===== config.mk =====
export PLATFORM = sky130hd
export DESIGN_NAME = line_discipline_editor
export DESIGN_NICKNAME = d
export VERILOG_FILES = /design/src/design/ldedit_pkg.sv /design/src/design/ldedit_ram.sv /design/src/design/ldedit_dp.sv /design/src/design/ldedit_ctrl.sv /design/src/design/line_discipline_editor.sv
export SDC_FILE = /design/constraint.sdc
export NUM_CORES = 1
export LEC_CHECK = 0
export BUFFER_PORTS_ARGS = -buffer_cell sky130_fd_sc_hd__buf_2
export CAP_MARGIN = 20
export CORE_MARGIN = 5
export CORE_UTILIZATION = 50
export CTS_BUF_LIST = sky130_fd_sc_hd__clkbuf_4 sky130_fd_sc_hd__clkbuf_8
export DETAILED_ROUTE_END_ITERATION = 6
export MAX_ROUTING_LAYER = met4
export PLACE_DENSITY = 0.66
export RECOVER_POWER = 100
export SKIP_LAST_GASP = 1
export SLEW_MARGIN = 20
export SYNTH_ARGS = -nofsm -noshare
export SYNTH_HDL_FRONTEND = slang
export SYNTH_SLANG_ARGS = --single-unit

===== constraint.sdc =====
create_clock -name clock -period 5.48 [get_ports clock]
set_input_delay 1.37 -clock clock [delete_from_list [all_inputs] [get_ports clock]]
set_output_delay 1.37 -clock clock [all_outputs]
set_load 0.02 [all_outputs]

===== src/design/ldedit_pkg.sv =====
// Shared types, constants and codes for the line editor.
package ldedit_pkg;

   localparam int LINE_LENGTH = 32;
   localparam int LEN_W       = $clog2(LINE_LENGTH + 1);
   localparam int ADDR_W      = $clog2(LINE_LENGTH);
   localparam int CSR_IDX_W   = 3;

   localparam logic [LEN_W-1:0] LEN_MAX = LEN_W'(LINE_LENGTH);

   // Register indexes
   localparam logic [CSR_IDX_W-1:0] CSR_LFLAGS  = 3'd0;
   localparam logic [CSR_IDX_W-1:0] CSR_ERASE   = 3'd1;
   localparam logic [CSR_IDX_W-1:0] CSR_KILL    = 3'd2;
   localparam logic [CSR_IDX_W-1:0] CSR_WERASE  = 3'd3;
   localparam logic [CSR_IDX_W-1:0] CSR_REPRINT = 3'd4;

   localparam logic [4:0] LFLAGS_RESET  = 5'd23;
   localparam logic [7:0] ERASE_RESET   = 8'd127;
   localparam logic [7:0] KILL_RESET    = 8'd21;
   localparam logic [7:0] WERASE_RESET  = 8'd23;
   localparam logic [7:0] REPRINT_RESET = 8'd18;

   // Local flag bits
   localparam int LF_CANON   = 0;
   localparam int LF_ECHO    = 1;
   localparam int LF_ECHOK   = 2;
   localparam int LF_ECHOPRT = 3;
   localparam int LF_ECHOKNL = 4;

   localparam logic [7:0] CH_ESC      = 8'h1b;
   localparam logic [7:0] CH_LBRACKET = 8'h5b;
   localparam logic [7:0] CH_LEFT     = 8'h44;
   localparam logic [7:0] CH_RIGHT    = 8'h43;
   localparam logic [7:0] CH_SEMI     = 8'h3b;
   localparam logic [7:0] CH_SPACE    = 8'h20;
   localparam logic [7:0] CH_TAB      = 8'h09;
   localparam logic [7:0] CH_DISABLED = 8'hff;
   localparam logic [7:0] CH_PRINT_LO = 8'h20;
   localparam logic [7:0] CH_PRINT_HI = 8'h7e;
   localparam logic [7:0] CH_ZERO     = 8'h30;
   localparam logic [7:0] CH_NINE     = 8'h39;

   typedef enum logic [2:0] {
      ACT_NONE  = 3'd0,
      ACT_ECHO  = 3'd1,
      ACT_BS    = 3'd2,
      ACT_LEFT  = 3'd3,
      ACT_RIGHT = 3'd4,
      ACT_INS   = 3'd5,
      ACT_DEL   = 3'd6,
      ACT_NL    = 3'd7
   } act_type;

   typedef enum logic [1:0] {
      PM_NORMAL = 2'd0,
      PM_ESC    = 2'd1,
      PM_PARAM  = 2'd2
   } pm_type;

   typedef enum logic [2:0] {
      CLS_ERASE,
      CLS_KILL,
      CLS_WORD,
      CLS_REPRINT,
      CLS_PARSE
   } cls_type;

   typedef enum logic [1:0] {
      RET_DONE,
      RET_KILL,
      RET_WORD
   } ret_type;

   typedef enum logic [4:0] {
      S_IDLE,
      S_DECODE,
      S_REJECT,
      S_UNPUT,
      S_UL_RD,
      S_UL_WR,
      S_UNPUT_MA,
      S_UNPUT_MB,
      S_UNPUT_END,
      S_KILL_CHK,
      S_KILL_ECHO,
      S_KILL_NL,
      S_WE_CHK,
      S_WE_TEST,
      S_INS,
      S_IR_RD,
      S_IR_WR,
      S_INS_E,
      S_INS_PUT,
      S_INS_ECHO,
      S_MOVE,
      S_FINISH
   } state_type;

   typedef enum logic [3:0] {
      OP_NONE,
      OP_LOAD,
      OP_DECODE,
      OP_UL_INIT,
      OP_RD_IDX,
      OP_UL_WR,
      OP_MID_A,
      OP_UNPUT_END,
      OP_KILL_CLEAR,
      OP_WE_RD,
      OP_WE_NEXT,
      OP_IR_INIT,
      OP_IR_RD,
      OP_IR_WR,
      OP_INS_PUT,
      OP_MOVE
   } op_type;

   typedef struct packed {
      op_type  op;
      logic    emit;
      act_type act;
      logic    rej;
      logic    finish;
   } cmd_type;

   typedef struct packed {
      logic    full;
      cls_type cls;
      logic    kill_erase;
      logic    kill_nl;
      logic    echo_on;
      logic    parse_ins;
      logic    parse_move;
      logic    move_back;
      logic    cur_nz;
      logic    cur_lt_len;
      logic    cur_le_len;
      logic    ul_more;
      logic    ir_more;
      logic    we_cond;
      logic    we_blank;
      logic    we_phase;
      logic    move_more;
      logic    emit_ok;
      logic    pend_valid;
   } status_type;

endpackage


===== src/design/ldedit_ram.sv =====
// Generic single-write, single-read RAM with registered read data.
module ldedit_ram #(
   parameter int WIDTH = 8,
   parameter int DEPTH = 32
) (
   input  logic                     clock,
   input  logic                     wr_en,
   input  logic [$clog2(DEPTH)-1:0] wr_addr,
   input  logic [WIDTH-1:0]         wr_data,
   input  logic                     rd_en,
   input  logic [$clog2(DEPTH)-1:0] rd_addr,
   output logic [WIDTH-1:0]         rd_data
);

   logic [WIDTH-1:0] mem_ff [DEPTH];
   logic [WIDTH-1:0] rd_data_ff;

   always_ff @(posedge clock) begin
      if (wr_en) begin
         mem_ff[wr_addr] <= wr_data;
      end
      if (rd_en) begin
         rd_data_ff <= mem_ff[rd_addr];
      end
   end

   assign rd_data = rd_data_ff;

endmodule


===== src/design/ldedit_dp.sv =====
// Datapath: registers, line store, escape parser and result staging.
module ldedit_dp (
   input  logic                             clock,
   input  logic                             reset,
   input  logic [7:0]                       req_char_in,
   input  logic                             csr_we,
   input  logic [ldedit_pkg::CSR_IDX_W-1:0] csr_index,
   input  logic [7:0]                       csr_wdata,
   input  ldedit_pkg::cmd_type              cmd,
   output ldedit_pkg::status_type           status,
   input  logic                             rsp_ready,
   output logic                             rsp_valid,
   output logic [2:0]                       rsp_action,
   output logic [7:0]                       rsp_byte_out,
   output logic                             rsp_last,
   output logic                             rsp_accepted
);
   import ldedit_pkg::*;

   logic [7:0]       char_ff, char_in;
   logic [4:0]       lflags_ff, lflags_in;
   logic [7:0]       erase_ff, erase_in, kill_ff, kill_in;
   logic [7:0]       werase_ff, werase_in, reprint_ff, reprint_in;
   logic [LEN_W-1:0] cursor_ff, cursor_in, len_ff, len_in, idx_ff, idx_in;
   pm_type           pm_ff, pm_in;
   logic [7:0]       fp_ff, fp_in;
   logic [1:0]       pc_ff, pc_in;
   logic [7:0]       move_cnt_ff, move_cnt_in;
   logic             move_back_ff, move_back_in;
   logic             we_end_ff, we_end_in, we_phase_ff, we_phase_in;
   logic             pend_valid_ff, pend_valid_in;
   act_type          pend_act_ff, pend_act_in;
   logic [7:0]       pend_byte_ff, pend_byte_in;
   logic             pend_acc_ff, pend_acc_in;
   logic             rsp_valid_ff, rsp_valid_in;
   act_type          rsp_act_ff, rsp_act_in;
   logic [7:0]       rsp_byte_ff, rsp_byte_in;
   logic             rsp_last_ff, rsp_last_in, rsp_acc_ff, rsp_acc_in;

   logic             fire, emit_ok, slot_free, full, canon;
   cls_type          cls;
   logic             is_digit, parse_ins, parse_move;
   logic [11:0]      fp_prod;
   logic             rd_en, wr_en;
   logic [LEN_W-1:0] rd_idx, wr_idx;
   logic [7:0]       wr_data, rd_data;

   assign slot_free = !rsp_valid_ff || rsp_ready;
   assign emit_ok   = !pend_valid_ff || slot_free;
   assign fire      = !(cmd.emit || cmd.finish) || emit_ok;
   assign full      = (len_ff == LEN_MAX);
   assign canon     = lflags_ff[LF_CANON];

   always_comb begin
      if (canon && erase_ff != CH_DISABLED && erase_ff == char_ff) begin
         cls = CLS_ERASE;
      end else if (canon && kill_ff != CH_DISABLED && kill_ff == char_ff) begin
         cls = CLS_KILL;
      end else if (canon && werase_ff != CH_DISABLED && werase_ff == char_ff) begin
         cls = CLS_WORD;
      end else if (canon && reprint_ff != CH_DISABLED && reprint_ff == char_ff) begin
         cls = CLS_REPRINT;
      end else begin
         cls = CLS_PARSE;
      end
   end

   assign is_digit  = (char_ff >= CH_ZERO) && (char_ff <= CH_NINE);
   assign parse_ins = (pm_ff == PM_NORMAL) && (char_ff >= CH_PRINT_LO) &&
                      (char_ff <= CH_PRINT_HI);
   assign parse_move = (pm_ff == PM_PARAM) && (pc_ff < 2'd2) && !is_digit &&
                       (char_ff != CH_SEMI) && (char_ff == CH_LEFT || char_ff == CH_RIGHT);
   // first_param * 10 + digit, saturated later
   assign fp_prod = ({4'd0, fp_ff} << 3) + ({4'd0, fp_ff} << 1) +
                    {4'd0, char_ff - CH_ZERO};

   always_comb begin
      char_in      = char_ff;
      lflags_in    = lflags_ff;
      erase_in     = erase_ff;
      kill_in      = kill_ff;
      werase_in    = werase_ff;
      reprint_in   = reprint_ff;
      cursor_in    = cursor_ff;
      len_in       = len_ff;
      idx_in       = idx_ff;
      pm_in        = pm_ff;
      fp_in        = fp_ff;
      pc_in        = pc_ff;
      move_cnt_in  = move_cnt_ff;
      move_back_in = move_back_ff;
      we_end_in    = we_end_ff;
      we_phase_in  = we_phase_ff;

      if (csr_we) begin
         case (csr_index)
            CSR_LFLAGS:  lflags_in  = csr_wdata[4:0];
            CSR_ERASE:   erase_in   = csr_wdata;
            CSR_KILL:    kill_in    = csr_wdata;
            CSR_WERASE:  werase_in  = csr_wdata;
            CSR_REPRINT: reprint_in = csr_wdata;
            default: ;
         endcase
      end

      if (fire) begin
         case (cmd.op)
            OP_LOAD: char_in = req_char_in;
            OP_DECODE: begin
               move_cnt_in  = fp_ff;
               move_back_in = (char_ff == CH_LEFT);
               we_end_in    = (cursor_ff == len_ff);
               we_phase_in  = 1'b0;
               if (!full && cls == CLS_PARSE) begin
                  case (pm_ff)
                     PM_NORMAL: begin
                        if (char_ff == CH_ESC) begin
                           pm_in = PM_ESC;
                        end
                     end
                     PM_ESC: begin
                        if (char_ff == CH_LBRACKET) begin
                           pm_in = PM_PARAM;
                           pc_in = 2'd0;
                           fp_in = 8'd0;
                        end else begin
                           pm_in = PM_NORMAL;
                        end
                     end
                     PM_PARAM: begin
                        if (pc_ff < 2'd2 && is_digit) begin
                           if (pc_ff == 2'd0) begin
                              fp_in = (fp_prod > 12'd255) ? 8'hff : fp_prod[7:0];
                           end
                        end else if (pc_ff < 2'd2 && char_ff == CH_SEMI) begin
                           pc_in = pc_ff + 2'd1;
                        end else if (pc_ff >= 2'd2) begin
                           pm_in = PM_NORMAL;
                        end else begin
                           pc_in = pc_ff + 2'd1;
                           pm_in = PM_NORMAL;
                        end
                     end
                     default: pm_in = PM_NORMAL;
                  endcase
               end
            end
            OP_UL_INIT: idx_in = cursor_ff;
            OP_UL_WR:   idx_in = idx_ff + 1'b1;
            OP_MID_A: begin
               len_in    = len_ff - 1'b1;
               cursor_in = cursor_ff - 1'b1;
            end
            OP_UNPUT_END: begin
               len_in    = len_ff - 1'b1;
               cursor_in = len_ff - 1'b1;
            end
            OP_KILL_CLEAR: begin
               len_in    = '0;
               cursor_in = '0;
            end
            OP_WE_NEXT: we_phase_in = 1'b1;
            OP_IR_INIT: idx_in = len_ff;
            OP_IR_WR:   idx_in = idx_ff - 1'b1;
            OP_INS_PUT: begin
               len_in    = len_ff + 1'b1;
               cursor_in = cursor_ff + 1'b1;
            end
            OP_MOVE: begin
               cursor_in   = move_back_ff ? cursor_ff - 1'b1 : cursor_ff + 1'b1;
               move_cnt_in = move_cnt_ff - 8'd1;
            end
            default: ;
         endcase
      end
   end

   // Hold one result back so the final one can carry the last flag.
   always_comb begin
      pend_valid_in = pend_valid_ff;
      pend_act_in   = pend_act_ff;
      pend_byte_in  = pend_byte_ff;
      pend_acc_in   = pend_acc_ff;
      rsp_valid_in  = rsp_valid_ff;
      rsp_act_in    = rsp_act_ff;
      rsp_byte_in   = rsp_byte_ff;
      rsp_last_in   = rsp_last_ff;
      rsp_acc_in    = rsp_acc_ff;
      if (rsp_valid_ff && rsp_ready) begin
         rsp_valid_in = 1'b0;
      end
      if (fire && (cmd.emit || cmd.finish) && pend_valid_ff) begin
         rsp_valid_in  = 1'b1;
         rsp_act_in    = pend_act_ff;
         rsp_byte_in   = pend_byte_ff;
         rsp_acc_in    = pend_acc_ff;
         rsp_last_in   = cmd.finish;
         pend_valid_in = 1'b0;
      end
      if (fire && cmd.emit) begin
         pend_valid_in = 1'b1;
         pend_act_in   = cmd.act;
         pend_byte_in  = (cmd.act == ACT_ECHO) ? char_ff : 8'd0;
         pend_acc_in   = !cmd.rej;
      end
   end

   always_ff @(posedge clock) begin
      if (reset) begin
         lflags_ff     <= LFLAGS_RESET;
         erase_ff      <= ERASE_RESET;
         kill_ff       <= KILL_RESET;
         werase_ff     <= WERASE_RESET;
         reprint_ff    <= REPRINT_RESET;
         cursor_ff     <= '0;
         len_ff        <= '0;
         pm_ff         <= PM_NORMAL;
         fp_ff         <= 8'd0;
         pc_ff         <= 2'd0;
         pend_valid_ff <= 1'b0;
         rsp_valid_ff  <= 1'b0;
      end else begin
         lflags_ff     <= lflags_in;
         erase_ff      <= erase_in;
         kill_ff       <= kill_in;
         werase_ff     <= werase_in;
         reprint_ff    <= reprint_in;
         cursor_ff     <= cursor_in;
         len_ff        <= len_in;
         pm_ff         <= pm_in;
         fp_ff         <= fp_in;
         pc_ff         <= pc_in;
         pend_valid_ff <= pend_valid_in;
         rsp_valid_ff  <= rsp_valid_in;
      end
      char_ff      <= char_in;
      idx_ff       <= idx_in;
      move_cnt_ff  <= move_cnt_in;
      move_back_ff <= move_back_in;
      we_end_ff    <= we_end_in;
      we_phase_ff  <= we_phase_in;
      pend_act_ff  <= pend_act_in;
      pend_byte_ff <= pend_byte_in;
      pend_acc_ff  <= pend_acc_in;
      rsp_act_ff   <= rsp_act_in;
      rsp_byte_ff  <= rsp_byte_in;
      rsp_last_ff  <= rsp_last_in;
      rsp_acc_ff   <= rsp_acc_in;
   end

   // Line store access
   always_comb begin
      rd_en   = 1'b0;
      rd_idx  = idx_ff;
      wr_en   = 1'b0;
      wr_idx  = idx_ff;
      wr_data = rd_data;
      case (cmd.op)
         OP_RD_IDX: rd_en = 1'b1;
         OP_IR_RD: begin
            rd_en  = 1'b1;
            rd_idx = idx_ff - 1'b1;
         end
         OP_WE_RD: begin
            rd_en  = 1'b1;
            rd_idx = we_end_ff ? len_ff - 1'b1 : cursor_ff - 1'b1;
         end
         OP_UL_WR: begin
            wr_en  = 1'b1;
            wr_idx = idx_ff - 1'b1;
         end
         OP_IR_WR: wr_en = 1'b1;
         OP_INS_PUT: begin
            wr_en   = 1'b1;
            wr_idx  = cursor_ff;
            wr_data = char_ff;
         end
         default: ;
      endcase
   end

   ldedit_ram #(
      .WIDTH(8),
      .DEPTH(LINE_LENGTH)
   ) u_store (
      .clock  (clock),
      .wr_en  (wr_en),
      .wr_addr(wr_idx[ADDR_W-1:0]),
      .wr_data(wr_data),
      .rd_en  (rd_en),
      .rd_addr(rd_idx[ADDR_W-1:0]),
      .rd_data(rd_data)
   );

   always_comb begin
      status.full       = full;
      status.cls        = cls;
      status.kill_erase = lflags_ff[LF_ECHOK] && !lflags_ff[LF_ECHOPRT];
      status.kill_nl    = lflags_ff[LF_ECHOKNL];
      status.echo_on    = lflags_ff[LF_ECHO];
      status.parse_ins  = parse_ins;
      status.parse_move = parse_move;
      status.move_back  = move_back_ff;
      status.cur_nz     = (cursor_ff != '0);
      status.cur_lt_len = (cursor_ff < len_ff);
      status.cur_le_len = (cursor_ff <= len_ff);
      status.ul_more    = (idx_ff < len_ff);
      status.ir_more    = (idx_ff > cursor_ff);
      status.we_cond    = we_end_ff ? (len_ff != '0) : (cursor_ff != '0);
      status.we_blank   = (rd_data == CH_SPACE) || (rd_data == CH_TAB);
      status.we_phase   = we_phase_ff;
      status.move_more  = (move_cnt_ff != 8'd0) &&
                          (move_back_ff ? (cursor_ff != '0) : (cursor_ff < len_ff));
      status.emit_ok    = emit_ok;
      status.pend_valid = pend_valid_ff;
   end

   assign rsp_valid    = rsp_valid_ff;
   assign rsp_action   = rsp_act_ff;
   assign rsp_byte_out = rsp_byte_ff;
   assign rsp_last     = rsp_last_ff;
   assign rsp_accepted = rsp_acc_ff;

endmodule


===== src/design/ldedit_ctrl.sv =====
// Controller: sequences decode, shifts, erase loops and result emission.
module ldedit_ctrl (
   input  logic                   clock,
   input  logic                   reset,
   input  logic                   req_valid,
   output logic                   req_ready,
   input  ldedit_pkg::status_type status,
   output ldedit_pkg::cmd_type    cmd
);
   import ldedit_pkg::*;

   state_type state_ff, state_in;
   ret_type   ret_ff, ret_in;
   state_type ret_state;

   always_comb begin
      case (ret_ff)
         RET_KILL: ret_state = S_KILL_CHK;
         RET_WORD: ret_state = S_WE_CHK;
         default:  ret_state = S_FINISH;
      endcase
   end

   always_comb begin
      state_in = state_ff;
      ret_in   = ret_ff;
      case (state_ff)
         S_IDLE: begin
            if (req_valid) begin
               state_in = S_DECODE;
            end
         end
         S_DECODE: begin
            if (status.full) begin
               state_in = S_REJECT;
            end else begin
               case (status.cls)
                  CLS_ERASE: begin
                     ret_in   = RET_DONE;
                     state_in = status.cur_nz ? S_UNPUT : S_FINISH;
                  end
                  CLS_KILL: state_in = status.kill_erase ? S_KILL_CHK : S_KILL_ECHO;
                  CLS_WORD: state_in = S_WE_CHK;
                  CLS_PARSE: begin
                     if (status.parse_ins) begin
                        state_in = S_INS;
                     end else if (status.parse_move) begin
                        state_in = S_MOVE;
                     end else begin
                        state_in = S_FINISH;
                     end
                  end
                  default: state_in = S_FINISH;
               endcase
            end
         end
         S_REJECT:    if (status.emit_ok) state_in = S_FINISH;
         S_UNPUT: begin
            if (status.cur_nz && status.cur_lt_len) begin
               state_in = S_UL_RD;
            end else if (status.cur_nz) begin
               state_in = S_UNPUT_END;
            end else begin
               state_in = ret_state;
            end
         end
         S_UL_RD:     state_in = status.ul_more ? S_UL_WR : S_UNPUT_MA;
         S_UL_WR:     state_in = S_UL_RD;
         S_UNPUT_MA:  if (status.emit_ok) state_in = S_UNPUT_MB;
         S_UNPUT_MB:  if (status.emit_ok) state_in = ret_state;
         S_UNPUT_END: if (status.emit_ok) state_in = ret_state;
         S_KILL_CHK: begin
            ret_in   = RET_KILL;
            state_in = status.cur_nz ? S_UNPUT : S_FINISH;
         end
         S_KILL_ECHO: begin
            if (status.emit_ok) begin
               state_in = status.kill_nl ? S_KILL_NL : S_FINISH;
            end
         end
         S_KILL_NL:   if (status.emit_ok) state_in = S_FINISH;
         S_WE_CHK:    state_in = status.we_cond ? S_WE_TEST : S_FINISH;
         S_WE_TEST: begin
            ret_in = RET_WORD;
            // blank phase falls through to the word phase on the same byte
            if (!status.we_phase || !status.we_blank) begin
               state_in = S_UNPUT;
            end else begin
               state_in = S_FINISH;
            end
         end
         S_INS:       state_in = status.cur_lt_len ? S_IR_RD : S_INS_PUT;
         S_IR_RD:     state_in = status.ir_more ? S_IR_WR : S_INS_E;
         S_IR_WR:     state_in = S_IR_RD;
         S_INS_E:     if (status.emit_ok) state_in = S_INS_PUT;
         S_INS_PUT:   state_in = status.echo_on ? S_INS_ECHO : S_FINISH;
         S_INS_ECHO:  if (status.emit_ok) state_in = S_FINISH;
         S_MOVE: begin
            if (!status.move_more) begin
               state_in = S_FINISH;
            end
         end
         S_FINISH:    if (status.emit_ok) state_in = S_IDLE;
         default:     state_in = S_IDLE;
      endcase
   end

   always_comb begin
      req_ready  = 1'b0;
      cmd.op     = OP_NONE;
      cmd.emit   = 1'b0;
      cmd.act    = ACT_NONE;
      cmd.rej    = 1'b0;
      cmd.finish = 1'b0;
      case (state_ff)
         S_IDLE: begin
            req_ready = 1'b1;
            if (req_valid) begin
               cmd.op = OP_LOAD;
            end
         end
         S_DECODE: cmd.op = OP_DECODE;
         S_REJECT: begin
            cmd.emit = 1'b1;
            cmd.rej  = 1'b1;
         end
         S_UNPUT: begin
            if (status.cur_nz && status.cur_lt_len) begin
               cmd.op = OP_UL_INIT;
            end
         end
         S_UL_RD: begin
            if (status.ul_more) begin
               cmd.op = OP_RD_IDX;
            end
         end
         S_UL_WR: cmd.op = OP_UL_WR;
         S_UNPUT_MA: begin
            cmd.op   = OP_MID_A;
            cmd.emit = 1'b1;
            cmd.act  = ACT_LEFT;
         end
         S_UNPUT_MB: begin
            cmd.emit = 1'b1;
            cmd.act  = ACT_DEL;
         end
         S_UNPUT_END: begin
            cmd.op   = OP_UNPUT_END;
            cmd.emit = 1'b1;
            cmd.act  = ACT_BS;
         end
         S_KILL_ECHO: begin
            cmd.op   = OP_KILL_CLEAR;
            cmd.emit = 1'b1;
            cmd.act  = ACT_ECHO;
         end
         S_KILL_NL: begin
            cmd.emit = 1'b1;
            cmd.act  = ACT_NL;
         end
         S_WE_CHK: begin
            if (status.we_cond) begin
               cmd.op = OP_WE_RD;
            end
         end
         S_WE_TEST: begin
            if (!status.we_phase && !status.we_blank) begin
               cmd.op = OP_WE_NEXT;
            end
         end
         S_INS: begin
            if (status.cur_lt_len) begin
               cmd.op = OP_IR_INIT;
            end
         end
         S_IR_RD: begin
            if (status.ir_more) begin
               cmd.op = OP_IR_RD;
            end
         end
         S_IR_WR: cmd.op = OP_IR_WR;
         S_INS_E: begin
            cmd.emit = 1'b1;
            cmd.act  = ACT_INS;
         end
         S_INS_PUT: cmd.op = OP_INS_PUT;
         S_INS_ECHO: begin
            cmd.emit = 1'b1;
            cmd.act  = ACT_ECHO;
         end
         S_MOVE: begin
            if (status.move_more) begin
               cmd.op   = OP_MOVE;
               cmd.emit = 1'b1;
               cmd.act  = status.move_back ? ACT_LEFT : ACT_RIGHT;
            end
         end
         S_FINISH: cmd.finish = 1'b1;
         default: ;
      endcase
   end

   always_ff @(posedge clock) begin
      if (reset) begin
         state_ff <= S_IDLE;
         ret_ff   <= RET_DONE;
      end else begin
         state_ff <= state_in;
         ret_ff   <= ret_in;
      end
   end

endmodule


===== src/design/line_discipline_editor.sv =====
// Top level of the canonical line editor: controller, datapath and checks.
//
// Each byte is handled one at a time: req_ready is high only while no byte is
// in work. Inserting, erasing or deleting in mid-line walks the line store one
// entry at a time through its single read and write port, so the work for such
// a byte grows with line_len - cursor_pos. A word erase or a kill in mid-line
// repeats that walk for each erased character. Cursor moves emit one result a
// cycle while the result side is not stalled.
// Results leave through a one-item holding stage and an output register, one
// per cycle while rsp_ready stays high; a stalled consumer stalls the work.
module line_discipline_editor (
   input  logic                             clock,
   input  logic                             reset,
   input  logic                             req_valid,
   output logic                             req_ready,
   input  logic [7:0]                       req_char_in,
   output logic                             rsp_valid,
   input  logic                             rsp_ready,
   output logic [2:0]                       rsp_action,
   output logic [7:0]                       rsp_byte_out,
   output logic                             rsp_last,
   output logic                             rsp_accepted,
   input  logic                             csr_we,
   input  logic [ldedit_pkg::CSR_IDX_W-1:0] csr_index,
   input  logic [7:0]                       csr_wdata
);
   import ldedit_pkg::*;

   cmd_type    cmd;
   status_type status;

   ldedit_ctrl u_ctrl (
      .clock    (clock),
      .reset    (reset),
      .req_valid(req_valid),
      .req_ready(req_ready),
      .status   (status),
      .cmd      (cmd)
   );

   ldedit_dp u_dp (
      .clock       (clock),
      .reset       (reset),
      .req_char_in (req_char_in),
      .csr_we      (csr_we),
      .csr_index   (csr_index),
      .csr_wdata   (csr_wdata),
      .cmd         (cmd),
      .status      (status),
      .rsp_ready   (rsp_ready),
      .rsp_valid   (rsp_valid),
      .rsp_action  (rsp_action),
      .rsp_byte_out(rsp_byte_out),
      .rsp_last    (rsp_last),
      .rsp_accepted(rsp_accepted)
   );

`ifndef SYNTHESIS
   a_cursor_in_line: assert property (@(posedge clock) disable iff (reset)
      status.cur_le_len)
      else $error("cursor beyond line length");

   a_idle_no_pending: assert property (@(posedge clock) disable iff (reset)
      req_ready |-> !status.pend_valid)
      else $error("result still held while idle");

   a_finish_drains: assert property (@(posedge clock) disable iff (reset)
      (cmd.finish && status.emit_ok) |=> (!status.pend_valid && req_ready))
      else $error("finish did not drain held result");
`endif

endmodule


==> impl_metrics.yaml <==
grt:
  first_global_vias: 13400
  grt_max_degree: 71
  overflow: 0
  track_usage_pct: 25.0
  grt_first_pass_wirelength_um: 79600
  antenna_found_initial: 0
timing:
  setup_viol: 0
  final_max_slew_viol_count: 198
  hold_violations: 0
  finalCritPeriodShare_pct: 88.3
  skew_ns: 0.0251
  slew_headroom_pct: -36.4
  whs_ns: 0.419
  tightest_slew_ns: 2.05
  fin_crit_ns: 4.84
  setup_tns_ns: 0
  rsz0062_at_grt: "false"
  fmax_mhz: 207
floorplanning:
  num_rows: 71
  die_w_um: 206
  die_area_mm2: 0.0424
  coreArea_mm2: 0.0378
  start_util_pct: 50.8
  dieHeight_um: 206
  io_pins: 39
placement:
  post-place-cells: 2183
  portBuffers: 38
  gp_congestion: 0.966
  place_area_mm2: 0.0198
  place_hpwl_um: 34600
synth:
  ys_warn_count: 0
  synth_fp_nets: 1772
  netlist_instances: 1698
  synth_area_mm2: 0.0192
  synthFlopType: "edfxtp_1"
  synth_top_family_by_area: "simple AND/OR/NAND/NOR gates"
  avgSynthCellArea_um2: 11.3
  ys_seq_area_share_pct: 56.5
  synth_edf_count: 314
  async_flop_share_pct: 0
  muxShareOfSynthArea_pct: 6.18
  synthAdderAreaFrac_pct: 3.50
  synth_cell_types: 97
  synth_seq_cells: 384
  synth-compound-area-share_pct: 11.1
  synth-xor-area-share_pct: 2.56
  synthSimpleGateAreaFrac_pct: 16.2
status:
  status: "finished with violations"
  violations: "max-capacitance violations, max-slew violations"
cts:
  cts_tree: "yes"
  cts_max_path_buffers: 3
  cts.sink_count: 384
  cts_setup_buffers: 0
  h-tree-depth: 2
  clk_pin_slew_worst_paths_ns: 0.06
  cts_hold_buf: 0
  cts_root_buffer: "clkbuf_8"
  insertion_delay_ns: 0.67
  cts_resized: 0
  cts_buffers: 60
drt:
  first_pass_iters: 5
  drc_errors: 0
  ant_nets: 0
  vias: 13900
  wl_per_cell_um: 22.4
  vias_per_cell: 6.07
  drtIter0Drc: 1657
  wl_um: 51300
job:
  max_cap_viol_count: 8
final_layout:
  final_nets: 1809
  n_antenna_cell: 0
  nFillCells: 3243
  fin_area_mm2: 0.0209
  mostFrequentLayoutCells: "edfxtp_1, nand2_1, mux2i_1"
  seqCellArea_mm2: 0.0108
  fin_cells: 2293
  final_common_cell: "edfxtp_1"
  multi_input_area_mm2: 0.00758
  syn_to_final_growth_pct: 8.88
  drive_above_1_share_pct: 10.6
worst_setup_path:
  crit_start: "u_dp.cursor_ff[1]$_SDFFE_PP0P_"
  worst_setup_path_end_kind: "flip-flop"
  worst_r2r_startpoint: "u_dp.cursor_ff[1]$_SDFFE_PP0P_"
  start_kind: "flip-flop"
  critPathMaxFanout: 16
  cp.required_ns: 5.75
  critPathArrivalTime_ns: 5.11
  crit_type: "reg2reg"
  r2r_cells: 11
power:
  p_leak_uw: 0.00744
  irDropWorstVdd_mv: 0.230
  p_per_area_mw_per_mm2: 549
min_path:
  hp-class: "reg2reg"
  min_path_cells: 0
  holdCritStartpoint: "u_dp.pend_act_ff[1]$_DFFE_PP_"
[kinds of logic after synthesis]
logic type      count (synthesis)
xor+xnor                       56
fa+ha+maj                      50
simple gates                  633
mux                           117
buf+inv                       158
compound gates                300
flops                         384
[worst paths after layout]
path | endpoint | slack, ns
setup / recovery | u_dp.u_store.mem_ff[6][4]$_DFFE_PP_ | 0.64
hold / removal | u_dp.rsp_action[1]$_DFFE_PP_ | 0.42
setup reg to reg | u_dp.u_store.mem_ff[6][4]$_DFFE_PP_ | 0.64
hold reg to reg | u_dp.rsp_action[1]$_DFFE_PP_ | 0.42
[per-layer routing]
metal  global-route usage, %  share of wire [%]  up-vias  routed length, um
met3                    3.62                8.1       78               4170
met4                    6.49                1.9        0                990
met5                       -                  0        -                  0
li1                        -                  -     6356                  -
met1                    36.1                 44     6822              22700
met2                    37.7                 46      657              23400
[synthesized netlist by cell type (15+ instances only)]
| cell | n | area share (%) |
|---|---|---|
| a32oi_1 | 20 | 0.91 |
| a21oi_1 | 73 | 1.9 |
| mux2i_1 | 106 | 5.5 |
| and2_1 | 15 | 0.49 |
| nand2_1 | 245 | 4.8 |
| nand3_1 | 60 | 1.6 |
| clkbuf_1 | 41 | 0.80 |
| nor3_1 | 53 | 1.4 |
| nor2_1 | 104 | 2.0 |
| inv_1 | 54 | 1.1 |
| dfxtp_1 | 70 | 7.3 |
| o21ai_0 | 47 | 1.2 |
| xnor2_1 | 41 | 1.9 |
| edfxtp_1 | 314 | 49 |
| nor2b_1 | 16 | 0.52 |
| ha_1 | 44 | 2.9 |
| nand4_1 | 29 | 0.95 |
| xor2_1 | 15 | 0.68 |
| buf_2 | 31 | 0.81 |
| nand3b_1 | 21 | 0.82 |
[cell type report]
| type | count | area share, % |
|---|---|---|
| Sequential cell | 384 | 51.8 |
| Multi-Input combinational cell | 1156 | 36.3 |
| Clock buffer | 84 | 4.85 |
| Tap cell | 511 | 3.06 |
| Timing Repair Buffer | 78 | 1.99 |
| Clock inverter | 25 | 1.00 |
| Inverter | 55 | 0.988 |
[state kept, by name, summed over array words and instances, names as in the netlist, 3 cells and up]
register,flops
u_ctrl.state_ff,5
u_dp.char_ff,8
u_dp.cursor_ff,6
u_dp.erase_ff,8
u_dp.fp_ff,8
u_dp.idx_ff,6
u_dp.kill_ff,8
u_dp.len_ff,6
u_dp.lflags_ff,5
u_dp.move_cnt_ff,8
u_dp.pend_act_ff,3
u_dp.pend_byte_ff,8
u_dp.reprint_ff,8
u_dp.rsp_action,3
u_dp.rsp_byte_out,8
u_dp.u_store.mem_ff,256
u_dp.u_store.rd_data,8
u_dp.werase_ff,8
[critical path, stage by stage, from the launching register on]
cell and delay (ns):
dfxtp_1 0.30, buf_4 0.18, inv_1 0.13, ha_1 0.26, nor3b_1 0.80, nand2_1 0.44, a41oi_1 0.27, and4b_1 0.27
o21a_1 0.18, a31oi_2 0.09, clkbuf_1 0.54, nor3_1 1.00
[power breakdown]
group | switching (uW) | internal [uW] | total, uW
sequential | 390 | 3870 | 4260
combinational | 3170 | 1570 | 4740
clock | 1120 | 1340 | 2460
[through the flow]
stage	total power (uW)	worst slack [ns]	util, %
CTS	11500	0.947	55.7
finish	11500	0.641	55.3
global route	12000	0.354	55.3
floorplan	7560	1.70	-
global placement	9000	1.09	52.4
detailed placement	9020	0.985	52.4
No activity file was read; power rests on OpenSTA's default activity.
